### src/radr_pkg.sv
`default_nettype none
// ----------------------------------------------------------------------------
// radr_pkg: shared types and constants
// Field widths, register codes, reset values and fixed-point constants of the
// rolling average deviation reward block.
// ----------------------------------------------------------------------------
package radr_pkg;

	localparam int WINDOW_MAX_DEF = 64;

	localparam int SAMPLE_W   = 32;
	localparam int WIN_CFG_W  = 7;
	localparam int COEF_W     = 16;
	localparam int MULT_W     = 32;
	localparam int MULT_FRAC  = 16;
	localparam int REWARD_W   = 48;
	localparam int PROD_SHIFT = 8;

	localparam int CFG_ADDR_W = 2;
	localparam int CFG_DATA_W = 16;

	localparam int IN_TDATA_W  = 32;
	localparam int OUT_FIELD_W = REWARD_W + 2 * SAMPLE_W + 1;
	localparam int OUT_TDATA_W = ((OUT_FIELD_W + 7) / 8) * 8;
	localparam int OUT_PAD_W   = OUT_TDATA_W - OUT_FIELD_W;

	localparam logic [WIN_CFG_W-1:0]    WIN_RESET   = 7'd64;
	localparam logic signed [COEF_W-1:0] GOOD_RESET = 16'sh0000;
	localparam logic signed [COEF_W-1:0] BAD_RESET  = 16'shFE00;

	localparam logic [SAMPLE_W-1:0] SPECIAL_AVG = 32'd999;
	localparam logic [MULT_W-1:0]   MULT_ONE    = 32'h0001_0000;
	localparam logic [MULT_W-1:0]   MULT_SAT    = 32'hFFFF_FFFF;

	typedef enum logic [CFG_ADDR_W-1:0] {
		REG_WINDOW_SIZE = 2'd0,
		REG_GOOD_COEF   = 2'd1,
		REG_BAD_COEF    = 2'd2
	} cfg_reg_t;

	typedef struct packed {
		logic busy;
		logic done;
	} div_stat_t;

endpackage
`default_nettype wire

### src/radr_ram.sv
`default_nettype none
// ----------------------------------------------------------------------------
// radr_ram: generic single-port-write, single-port-read RAM
// One write and one registered read per cycle.
// ----------------------------------------------------------------------------
module radr_ram #(
	parameter int WIDTH = 32,
	parameter int DEPTH = 64
) (
	input  wire logic                     clk,
	input  wire logic                     wr_en,
	input  wire logic [$clog2(DEPTH)-1:0] wr_addr,
	input  wire logic [WIDTH-1:0]         wr_data,
	input  wire logic                     rd_en,
	input  wire logic [$clog2(DEPTH)-1:0] rd_addr,
	output logic      [WIDTH-1:0]         rd_data
);

	logic [WIDTH-1:0] mem_q [DEPTH];

	always_ff @(posedge clk) begin
		if (wr_en) begin
			mem_q[wr_addr] <= wr_data;
		end
		if (rd_en) begin
			rd_data <= mem_q[rd_addr];
		end
	end

endmodule
`default_nettype wire

### src/radr_div.sv
`default_nettype none
// ----------------------------------------------------------------------------
// radr_div: shared radix-2 restoring divider
// Unsigned division, one quotient bit per cycle while busy.
// ----------------------------------------------------------------------------
module radr_div #(
	parameter int DIV_W  = 48,
	parameter int DVSR_W = 32
) (
	input  wire logic                  clk,
	input  wire logic                  arst_n,
	input  wire logic                  start,
	input  wire logic [DIV_W-1:0]      dividend,
	input  wire logic [DVSR_W-1:0]     divisor,
	output logic      [DIV_W-1:0]      quotient,
	output radr_pkg::div_stat_t        stat
);
	import radr_pkg::*;

	localparam int CNT_W = $clog2(DIV_W + 1);

	logic [DIV_W-1:0]  dvd_q;
	logic [DVSR_W-1:0] dvsr_q;
	logic [DVSR_W-1:0] rem_q;
	logic [CNT_W-1:0]  cnt_q;
	logic              busy_q;
	logic              done_q;

	logic [DVSR_W:0] trial;
	logic [DVSR_W:0] trial_sub;
	logic            ge;

	assign trial     = {rem_q, dvd_q[DIV_W-1]};
	assign trial_sub = trial - {1'b0, dvsr_q};
	assign ge        = trial >= {1'b0, dvsr_q};

	always_ff @(posedge clk or negedge arst_n) begin
		if (!arst_n) begin
			busy_q <= 1'b0;
			done_q <= 1'b0;
			cnt_q  <= '0;
		end else begin
			done_q <= 1'b0;
			if (start) begin
				busy_q <= 1'b1;
				cnt_q  <= CNT_W'(DIV_W);
			end else if (busy_q) begin
				cnt_q <= cnt_q - CNT_W'(1);
				if (cnt_q == CNT_W'(1)) begin
					busy_q <= 1'b0;
					done_q <= 1'b1;
				end
			end
		end
	end

	always_ff @(posedge clk) begin
		if (start) begin
			dvd_q  <= dividend;
			dvsr_q <= divisor;
			rem_q  <= '0;
		end else if (busy_q) begin
			dvd_q <= {dvd_q[DIV_W-2:0], ge};
			rem_q <= ge ? trial_sub[DVSR_W-1:0] : trial[DVSR_W-1:0];
		end
	end

	assign quotient  = dvd_q;
	assign stat.busy = busy_q;
	assign stat.done = done_q;

	a_start_when_free: assert property (@(posedge clk) disable iff (!arst_n)
		start |-> !busy_q)
		else $error("divider started while busy");

	a_done_after_busy: assert property (@(posedge clk) disable iff (!arst_n)
		done_q |-> !busy_q && $past(busy_q))
		else $error("divider done without a finished run");

endmodule
`default_nettype wire

### src/rolling_average_deviation_reward.sv
`default_nettype none
// ----------------------------------------------------------------------------
// rolling_average_deviation_reward: moving average relative deviation reward
// Keeps recent loop-time samples in a ring, averages them and turns the
// relative deviation of the newest sample into a signed Q16 reward.
// ----------------------------------------------------------------------------
// One sample at a time: the block takes a sample, updates the ring and the
// running sum, divides the sum by the fill count on the shared radix-2
// divider, then divides the Q16 deviation by the sample or the average on the
// same divider, multiplies by the Q8.8 coefficient and presents the result.
// The divider is DIV_W bits wide, the wider of the running sum width and 48.
// When the average is 0 or 999, or a zero sample meets a nonzero average, the
// second division is skipped. The input is ready again while the previous
// result waits in the output register. No clearing pass is needed after reset.
// ----------------------------------------------------------------------------
module rolling_average_deviation_reward #(
	parameter int WINDOW_MAX = radr_pkg::WINDOW_MAX_DEF
) (
	input  wire logic                              clk,
	input  wire logic                              arst_n,
	input  wire logic                              s_axis_tvalid,
	output logic                                   s_axis_tready,
	input  wire logic [radr_pkg::IN_TDATA_W-1:0]   s_axis_tdata,  // loop_time
	output logic                                   m_axis_tvalid,
	input  wire logic                              m_axis_tready,
	// reward_value, window_average, sample_echo, is_good, zero pad
	output logic      [radr_pkg::OUT_TDATA_W-1:0]  m_axis_tdata,
	input  wire logic                              cfg_wr_en,
	input  wire logic [radr_pkg::CFG_ADDR_W-1:0]   cfg_addr,
	input  wire logic [radr_pkg::CFG_DATA_W-1:0]   cfg_wdata
);
	import radr_pkg::*;

	localparam int PTR_W  = $clog2(WINDOW_MAX);
	localparam int FILL_W = $clog2(WINDOW_MAX + 1);
	localparam int SUM_W  = SAMPLE_W + PTR_W;
	localparam int NUM_W  = SAMPLE_W + MULT_FRAC;
	localparam int DIV_W  = (SUM_W > NUM_W) ? SUM_W : NUM_W;
	localparam int CMP_W  = (FILL_W > WIN_CFG_W) ? FILL_W : WIN_CFG_W;
	localparam int PROD_W = MULT_W + 1 + COEF_W;

	localparam logic [CMP_W-1:0]  WIN_MAX_C  = CMP_W'(WINDOW_MAX);
	localparam logic [FILL_W-1:0] WIN_MAX_F  = FILL_W'(WINDOW_MAX);
	localparam logic [FILL_W:0]   WIN_MAX_E  = (FILL_W + 1)'(WINDOW_MAX);
	localparam logic [PTR_W-1:0]  PTR_LAST   = PTR_W'(WINDOW_MAX - 1);

	typedef enum logic [9:0] {
		S_IDLE  = 10'b00_0000_0001,
		S_LOAD  = 10'b00_0000_0010,
		S_ADD   = 10'b00_0000_0100,
		S_DIVA  = 10'b00_0000_1000,
		S_WAITA = 10'b00_0001_0000,
		S_DIVB  = 10'b00_0010_0000,
		S_WAITB = 10'b00_0100_0000,
		S_MUL   = 10'b00_1000_0000,
		S_OUT   = 10'b01_0000_0000,
		S_SPARE = 10'b10_0000_0000
	} state_t;

	state_t state_q;

	logic [WIN_CFG_W-1:0]     win_size_q;
	logic signed [COEF_W-1:0] good_coef_q;
	logic signed [COEF_W-1:0] bad_coef_q;

	logic [PTR_W-1:0]  wp_q;
	logic [FILL_W-1:0] fill_q;
	logic [SUM_W-1:0]  sum_q;
	logic              out_valid_q;
	logic [OUT_TDATA_W-1:0] out_data_q;

	logic [SAMPLE_W-1:0]      x_q;
	logic                     drop_q;
	logic [SAMPLE_W-1:0]      avg_q;
	logic                     good_q;
	logic [MULT_W-1:0]        mult_q;
	logic signed [PROD_W-1:0] prod_q;

	logic [CMP_W-1:0]  win_cmp;
	logic [FILL_W-1:0] win_use;
	logic              drop;
	logic [FILL_W:0]   wp_ext;
	logic [FILL_W:0]   fill_ext;
	logic [FILL_W:0]   old_ext;
	logic [PTR_W-1:0]  old_addr;
	logic              in_xfer;
	logic              out_load;
	logic [SAMPLE_W-1:0] rd_data;

	logic                div_start;
	logic [DIV_W-1:0]    div_dividend;
	logic [SAMPLE_W-1:0] div_divisor;
	logic [DIV_W-1:0]    div_quot;
	div_stat_t           div_stat;

	logic [SAMPLE_W-1:0]      q_avg;
	logic [SAMPLE_W-1:0]      dev;
	logic signed [COEF_W-1:0] coef_sel;
	logic signed [PROD_W-1:0] prod_sh;
	logic [REWARD_W-1:0]      reward;

	// window in use and oldest held entry
	assign win_cmp = CMP_W'(win_size_q);
	always_comb begin
		if (win_size_q == '0) begin
			win_use = FILL_W'(1);
		end else if (win_cmp > WIN_MAX_C) begin
			win_use = WIN_MAX_F;
		end else begin
			win_use = win_cmp[FILL_W-1:0];
		end
	end

	assign drop     = (fill_q >= win_use) && (fill_q != '0);
	assign wp_ext   = (FILL_W + 1)'(wp_q);
	assign fill_ext = (FILL_W + 1)'(fill_q);
	assign old_ext  = (wp_ext >= fill_ext) ? (wp_ext - fill_ext)
	                                       : (wp_ext + WIN_MAX_E - fill_ext);
	assign old_addr = old_ext[PTR_W-1:0];

	assign s_axis_tready = (state_q == S_IDLE);
	assign in_xfer       = s_axis_tvalid && s_axis_tready;
	assign out_load      = (state_q == S_OUT) && (!out_valid_q || m_axis_tready);

	radr_ram #(
		.WIDTH (SAMPLE_W),
		.DEPTH (WINDOW_MAX)
	) u_ring (
		.clk     (clk),
		.wr_en   (state_q == S_LOAD),
		.wr_addr (wp_q),
		.wr_data (x_q),
		.rd_en   (in_xfer),
		.rd_addr (old_addr),
		.rd_data (rd_data)
	);

	// divider operands
	assign dev       = good_q ? (avg_q - x_q) : (x_q - avg_q);
	assign div_start = (state_q == S_DIVA) || (state_q == S_DIVB);
	always_comb begin
		if (state_q == S_DIVB) begin
			div_dividend = DIV_W'({dev, {MULT_FRAC{1'b0}}});
			div_divisor  = good_q ? x_q : avg_q;
		end else begin
			div_dividend = DIV_W'(sum_q);
			div_divisor  = SAMPLE_W'(fill_q);
		end
	end

	radr_div #(
		.DIV_W  (DIV_W),
		.DVSR_W (SAMPLE_W)
	) u_div (
		.clk      (clk),
		.arst_n   (arst_n),
		.start    (div_start),
		.dividend (div_dividend),
		.divisor  (div_divisor),
		.quotient (div_quot),
		.stat     (div_stat)
	);

	assign q_avg    = div_quot[SAMPLE_W-1:0];
	assign coef_sel = good_q ? good_coef_q : bad_coef_q;
	assign prod_sh  = prod_q >>> PROD_SHIFT;
	assign reward   = prod_sh[REWARD_W-1:0];

	// configuration registers
	always_ff @(posedge clk or negedge arst_n) begin
		if (!arst_n) begin
			win_size_q  <= WIN_RESET;
			good_coef_q <= GOOD_RESET;
			bad_coef_q  <= BAD_RESET;
		end else if (cfg_wr_en) begin
			unique case (cfg_addr)
				REG_WINDOW_SIZE: win_size_q  <= cfg_wdata[WIN_CFG_W-1:0];
				REG_GOOD_COEF:   good_coef_q <= cfg_wdata[COEF_W-1:0];
				REG_BAD_COEF:    bad_coef_q  <= cfg_wdata[COEF_W-1:0];
				default: ;
			endcase
		end
	end

	// sequencer and window state
	always_ff @(posedge clk or negedge arst_n) begin
		if (!arst_n) begin
			state_q     <= S_IDLE;
			wp_q        <= '0;
			fill_q      <= '0;
			sum_q       <= '0;
			out_valid_q <= 1'b0;
		end else begin
			if (out_load) begin
				out_valid_q <= 1'b1;
			end else if (m_axis_tready) begin
				out_valid_q <= 1'b0;
			end
			unique case (state_q)
				S_IDLE: begin
					if (in_xfer) begin
						state_q <= S_LOAD;
					end
				end
				S_LOAD: begin
					if (drop_q) begin
						sum_q  <= sum_q - SUM_W'(rd_data);
						fill_q <= fill_q - FILL_W'(1);
					end
					state_q <= S_ADD;
				end
				S_ADD: begin
					sum_q   <= sum_q + SUM_W'(x_q);
					fill_q  <= fill_q + FILL_W'(1);
					wp_q    <= (wp_q == PTR_LAST) ? '0 : wp_q + PTR_W'(1);
					state_q <= S_DIVA;
				end
				S_DIVA: state_q <= S_WAITA;
				S_WAITA: begin
					if (div_stat.done) begin
						if (q_avg == '0 || q_avg == SPECIAL_AVG ||
						    (x_q == '0)) begin
							state_q <= S_MUL;
						end else begin
							state_q <= S_DIVB;
						end
					end
				end
				S_DIVB: state_q <= S_WAITB;
				S_WAITB: begin
					if (div_stat.done) begin
						state_q <= S_MUL;
					end
				end
				S_MUL: state_q <= S_OUT;
				S_OUT: begin
					if (out_load) begin
						state_q <= S_IDLE;
					end
				end
				default: state_q <= S_IDLE;
			endcase
		end
	end

	// per-sample datapath registers
	always_ff @(posedge clk) begin
		if (in_xfer) begin
			x_q    <= s_axis_tdata[SAMPLE_W-1:0];
			drop_q <= drop;
		end
		if (state_q == S_WAITA && div_stat.done) begin
			avg_q  <= q_avg;
			good_q <= x_q <= q_avg;
			if (q_avg == '0 || q_avg == SPECIAL_AVG) begin
				mult_q <= MULT_ONE;
			end else begin
				mult_q <= MULT_SAT;
			end
		end
		if (state_q == S_WAITB && div_stat.done) begin
			mult_q <= (|div_quot[DIV_W-1:MULT_W]) ? MULT_SAT : div_quot[MULT_W-1:0];
		end
		if (state_q == S_MUL) begin
			prod_q <= $signed({1'b0, mult_q}) * coef_sel;
		end
		if (out_load) begin
			out_data_q <= {{OUT_PAD_W{1'b0}}, good_q, x_q, avg_q, reward};
		end
	end

	assign m_axis_tvalid = out_valid_q;
	assign m_axis_tdata  = out_data_q;

	a_fill_bound: assert property (@(posedge clk) disable iff (!arst_n)
		fill_q <= WIN_MAX_F)
		else $error("fill count beyond ring depth");

	a_ptr_bound: assert property (@(posedge clk) disable iff (!arst_n)
		wp_q <= PTR_LAST)
		else $error("write pointer beyond ring depth");

	a_avg_fits: assert property (@(posedge clk) disable iff (!arst_n)
		(state_q == S_WAITA) && div_stat.done |-> div_quot[DIV_W-1:SAMPLE_W] == '0)
		else $error("average wider than a sample");

	a_one_result: assert property (@(posedge clk) disable iff (!arst_n)
		out_load |=> (state_q == S_IDLE) && out_valid_q)
		else $error("result transfer lost");

endmodule
`default_nettype wire
### config.mk
export PLATFORM = sky130hd
export DESIGN_NAME = rolling_average_deviation_reward
export DESIGN_NICKNAME = d
export VERILOG_FILES = /design/src/radr_pkg.sv /design/src/radr_ram.sv /design/src/radr_div.sv /design/src/rolling_average_deviation_reward.sv
export SDC_FILE = /design/constraint.sdc
export NUM_CORES = 2
export LEC_CHECK = 0
export BUFFER_PORTS_ARGS = -buffer_cell sky130_fd_sc_hd__buf_2
export CAP_MARGIN = 20
export CORE_ASPECT_RATIO = 0.8
export CORE_UTILIZATION = 41
export CTS_BUF_LIST = sky130_fd_sc_hd__clkbuf_8
export DETAILED_ROUTE_END_ITERATION = 7
export GPL_ROUTABILITY_DRIVEN = 0
export PLACE_DENSITY = 0.53
export SKIP_LAST_GASP = 1
export SLEW_MARGIN = 20
export SYNTH_ARGS = -nofsm -noshare
export SYNTH_HDL_FRONTEND = slang
export SYNTH_SLANG_ARGS = --single-unit
### constraint.sdc
create_clock -name clk -period 14.2 [get_ports clk]
set_input_delay 2.84 -clock clk [delete_from_list [all_inputs] [get_ports clk]]
set_output_delay 2.84 -clock clk [all_outputs]
set_load 0.02 [all_outputs]
### Word-level counts from Yosys, hierarchy flattened

Memory sizes are Yosys's and may differ from the RTL's. A register that Yosys moved wholly into a read port is not among the register bits.
Index checks and enable logic that the tools add are counted.

* add/sub/neg operators: 12
* $mul: 1
* magnitude comparators: 5
* eq/ne operators: 19
* multiplexer cells: 38
* reduce and logical (&&, ||, !) cells: 25

Operators with widths (count)
* $mux W32: 7
* $mux W48: 3
* $sub A32 B32 Y32: 3
* $pmux W10 S9: 1
* $pmux W38 S2: 1
* $logic_not A32 Y1: 2
* $mul A33 B16 Y49: 1
* $mux W10: 4
* $add A38 B32 Y38: 1
* $mux W38: 1
* $sub A38 B32 Y38: 1
* $ge A33 B32 Y1: 1
* $eq A32 B10 Y1 const B: 1
* $le A32 B32 Y1: 1
* $mux W7: 4
* $mux W6: 4
* $mux W16: 1
* $reduce_or A16 Y1: 1
* $pmux W7 S2: 1
* $add A6 B1 Y6 const B: 2
* $sub A6 B6 Y6: 2
* $eq A10 B1 Y1 const B: 1
* $eq A10 B2 Y1 const B: 1
* $eq A10 B3 Y1 const B: 1
* 29 further kinds: 54

* bits in registers: 481
* RAM bits: 2048
* input port bits: 55
* output and inout bits: 122
* word-level logic and storage cells: 123
* memories kept: 1

Memories
* u_ring.mem_q: depth 64, width 32, rd ports 1, clocked after Yosys merged registers in 1, write ports 1, line radr_ram.sv:19 `logic [WIDTH-1:0] mem_q [DEPTH];`

### Depth between registers and ports, before layout

* word-level depth: 6
* mapped depth: 29
* mapped depth without buffers: 25

### By module

From an unflattened synthesis, not the netlist that was laid out.

* cell total of the unflattened synthesis: 7775
* area, all modules: 122190.9 µm²

By module, submodules not included
* radr_ram: times used 1, cells each 3324, area each 78835.6 µm², seq. area each 62459.9 µm²
* rolling_average_deviation_reward: times used 1, cells each 3833, area each 36635.1 µm², seq. area each 9870.7 µm²
* radr_div: times used 1, cells each 618, area each 6720.2 µm², seq. area each 3243.1 µm²

### Worst setup path before layout

OpenSTA, ideal clock, no wires.

* kind: input to register
* start point: input m_axis_tready
* end point: register out_data_q[0], in the netlist m_axis_tdata[0], enable pin
* library setup time: 0.606 ns
* arrival: 8.003 ns
* data required time: 13.594 ns
* setup slack: 5.591 ns
* cell stages on the path: 2
* buffers on the path: 0
* cell sequence: inv_1 -> a21oi_1

* cells in the longest elaborated chain, start to end: 2

RTL lines
* start: declaration: line rolling_average_deviation_reward.sv:25 `input wire logic m_axis_tready,`
* $logic_or A1 B1 Y1: line rolling_average_deviation_reward.sv:123 `assign out_load = (state_q == S_OUT) && (!out_valid_q || m_axis_tready);`
* $logic_and A1 B1 Y1: line rolling_average_deviation_reward.sv:123
* named net out_load: line rolling_average_deviation_reward.sv:87 `logic out_load;`
* end signal: assignment: line rolling_average_deviation_reward.sv:268 `out_data_q <= {{OUT_PAD_W{1'b0}}, good_q, x_q, avg_q, reward};`
* end: declaration: line rolling_average_deviation_reward.sv:70 `logic [OUT_TDATA_W-1:0] out_data_q;`

The timed path passes the listed nets, and every way through them passes these cells.
A chain may end at the register's enable or synchronous reset.

### Worst setup path after layout

* start point: register good_q
* end point: register prod_q[39], data pin

* cells in the longest elaborated chain, start to end: 2

RTL lines
* start: declaration: line rolling_average_deviation_reward.sv:75 `logic good_q;`
* start signal: assignment: line rolling_average_deviation_reward.sv:254 `good_q <= x_q <= q_avg;`
* $mux W16: line rolling_average_deviation_reward.sv:165 `assign coef_sel = good_q ? good_coef_q : bad_coef_q;`
* $mul A33 B16 Y49: line rolling_average_deviation_reward.sv:265 `prod_q <= $signed({1'b0, mult_q}) * coef_sel;`
* end signal: assignment: line rolling_average_deviation_reward.sv:265
* end: declaration: line rolling_average_deviation_reward.sv:77 `logic signed [PROD_W-1:0] prod_q;`

Every way passes these cells.

==> run_results.csv <==
group,metric,value,unit
floorplan,start_util,41.3,%
critical_path,cp_max_fo,32,
place,port_buffers,169,
clock_tree,cts_tree,"yes",
floorplan,row_count,178,
power_and_ir_drop,peakVddDrop,343,uV
critical_path,start_kind,"flip-flop",
global_route,gr-total-overflow,0,
final_layout,syn2layout_area_growth,11.4,%
place,dp_slack,5.70,ns
critical_path,path_class,"reg -> reg",
synth,ys_warn_count,0,
synth,ys_async_sr_fraction,4.24,%
floorplan,die_y,489,microns
sta,final-hold-violation-count,0,
floorplan,die_area,299000,sq um
hold_path,min_path_type,"reg -> reg",
clock_tree,cts_buffers,406,
routing,totalWireLength,351000,microns
clock_tree,holdBufCountCts,0,
global_route,grt_pass1_wl,505000,microns
clock_tree,htreeDepth,5,
clock_tree,cts_buffer_depth,4,
clock_tree,numClockSinks,2545,
sta,period_minus_slack,8.52,ns
power_and_ir_drop,total_power,28900,uW
critical_path,required,14.92,ns
hold_path,hp-start,"prod_q[41]$_DFFE_PP_",
synth,syn_area,122000,sq um
synth,synthCells,7573,
critical_path,cp-startpoint,"good_q$_DFFE_PP_",
routing,dr_total_vias,69000,
sta,fin_tns_setup,0,ns
critical_path,r2r-start,"good_q$_DFFE_PP_",
critical_path,critPathCaptureType,"flip-flop",
synth,synth_edf_count,2405,
clock_tree,worstSkewPairLatency,1.03,ns
synth,synth.distinct_cells,81,
synth,syn_area_per_cell,16.1,sq um
clock_tree,cts-resized-gates,0,
synth,yosysMostFrequentCell,"edfxtp_1",
sta,worst_pin_slew,1.19,ns
sta,clock_skew,0.0977,ns
job,maxCapViolCount,0,
final_layout,drive_gt1_share,20.4,%
routing,via_per_inst,5.63,
clock_tree,cts_root_buffer,"clkbuf_8",
synth,synth_top_area_share,59.3,%
routing,avgRoutedWirePerCell,28.7,microns
power_and_ir_drop,p_per_area,213,nW/um^2
routing,ant_nets,0,
global_route,antenna_found_initial,17,
floorplan,fp.dieW,611,microns
synth,seq_area_frac_synth,62.1,%
clock_tree,cts_setup_buffers,0,
status,status,"finished clean",
routing,first_pass_iters,6,
synth,synth_area_leader_cell,"edfxtp_1",
floorplan,coreArea,295000,sq um
routing,drc,0,
place,dp_hpwl,219000,microns
sta,rsz0062_at_grt,"false",
clock_tree,clk_pin_slew,0.06,ns
sta,setup_ws,5.68,ns
sta,fmax,117,MHz
final_layout,nets,8795,
sta,slew_headroom,20.3,%
synth,yosys-top-cells-count,"2405 x edfxtp_1, 684 x inv_1, 640 x mux4_2, 515 x nand2_1, 423 x fa_1",
global_route,grt_pass1_vias,70500,
synth,synth-main-ff-cell,"edfxtp_1",
global_route,grt_max_degree,113,
sta,post-route-period-util,60.0,%
power_and_ir_drop,power_leakage,0.0487,uW
synth,synthTopCellsByArea,"edfxtp_1 59%, mux4_2 12%, fa_1 7.0%",
floorplan,pin_count,177,
sta,slew_viol_final,0,
routing,drt_first_iter_violations,7598,
critical_path,worstPathArrival,9.23,ns
global_route,grt_util_all_layers,23.4,%
synth,ys_ff_latch,2545,
sta,setup_viol,0,
==> path summary, 6_finish.rpt <==
kind	slack (ns)	depth (start not counted)	endpoint
worst max register to register	5.68	22	prod_q[39]$_DFFE_PP_
worst max-delay path	5.68	22	prod_q[39]$_DFFE_PP_
worst min register to register	0.38	0	m_axis_tdata[33]$_DFFE_PP_
max in group asynchronous	10.74	2	u_div.busy_q$_DFF_PN0_
worst min-delay path	0.38	0	m_axis_tdata[33]$_DFFE_PP_
min in group asynchronous	1.93	1	win_cmp[2]$_DFFE_PN0P_
==> area by class of cell <==
cell class | instances | area (sq um)
clock buffers | 412 | 5670
multi-input cells | 3972 | 42900
diodes | 6 | 15.0
clock inverters | 300 | 1550
flip-flops and latches | 2545 | 75600
fillers | 25700 | 159000
well taps | 3960 | 4950
inverters | 685 | 2570
repair buffers | 372 | 2510
==> layout by cell type (no fill, tap or decap), types with 32 or more instances in the layout <==
cell / netlist / layout
xnor2_1: 89 / 86
mux4_2: 640 / 640
nor2_4: 0 / 64
ha_1: 335 / 334
nor2_1: 294 / 228
nor3_1: 36 / 36
dfxtp_1: 32 / 32
xor2_1: 82 / 81
clkinv_1: 1 / 100
a21oi_1: 311 / 309
o21ai_0: 174 / 173
mux2i_1: 85 / 83
edfxtp_1: 2405 / 2405
and2_1: 188 / 187
fa_1: 423 / 422
nand2_1: 515 / 514
clkinv_2: 0 / 40
o21a_1: 50 / 50
inv_1: 684 / 813
nor4_1: 34 / 34
a21o_1: 146 / 146
clkbuf_8: 0 / 412
buf_2: 6 / 168
buf_4: 15 / 192
nand4_1: 51 / 51
dfrtp_1: 99 / 98
nor2b_1: 90 / 90
mux2_2: 56 / 56
a31oi_1: 36 / 36
a211oi_1: 49 / 42
==> routing by layer <==
layer | GRT usage, % | routed length (microns) | vias to the layer above
met3 | 4.34 | 28800 | 499
met2 | 35.9 | 157000 | 2747
met1 | 34.6 | 157000 | 36500
met4 | 5.76 | 8110 | 4
met5 | 0 | 28 | -
li1 | - | - | 29200
==> sequential cells by signal (all words and copies together) (netlist names), 7 cells and up <==
register and flops:
u_ring.mem_q 2048, m_axis_tdata 106, u_div.quotient 48, prod_q 41, sum_q 38, avg_q 32, mult_q 32, u_div.dvsr_q 32
u_div.rem_q 32, u_ring.rd_data 32, x_q 32, bad_coef_q 16, good_coef_q 16, state_q 9, fill_q 7, win_cmp 7
==> through the flow <==
stage	util, %	instances	hold slack (ns)	area [sq um]
finish	46.1	12300	0.381	136000
CTS	46.0	12200	0.360	136000
detailed placement	43.6	11500	0.405	128000
floorplan	-	7579	0.400	122000
global placement	43.6	11500	0.400	128000
global route	46.1	12200	0.387	136000
==> report_power, final <==
group	internal, uW	switching [uW]	leakage (uW)
logic	5900	7820	0.0212
clock network	2870	2900	0.00416
registers	8960	396	0.0234
==> kinds of logic after synthesis <==
| kind of cell | Yosys count | share of synthesized area [%] |
|---|---|---|
| compound gates | 904 | 4.63 |
| xor+xnor | 171 | 1.23 |
| fa+ha+maj | 758 | 10.4 |
| buf+inv | 1062 | 3.33 |
| flops | 2545 | 62.1 |
| mux | 781 | 13.1 |
| other cells | 1 | 0.00308 |
| simple gates | 1351 | 5.30 |
==> critical path, stage by stage, from the launching register on <==
cell and delay (ns):
edfxtp_1 0.81, mux2_2 0.91, nand2_1 0.18, fa_1 0.55, fa_1 0.57, fa_1 0.45
fa_1 0.55, inv_1 0.05, fa_1 0.48, inv_1 0.05, fa_1 0.47, inv_1 0.04
ha_1 0.39, a21oi_1 0.23, o21ai_0 0.11, a21oi_1 0.16, o32ai_1 0.17, a21oi_1 0.43
a31o_2 0.28, o21ai_1 0.22, a221oi_1 0.73, o21ai_0 0.24, xor2_1 0.19
No activity file was read; power rests on OpenSTA's default activity.
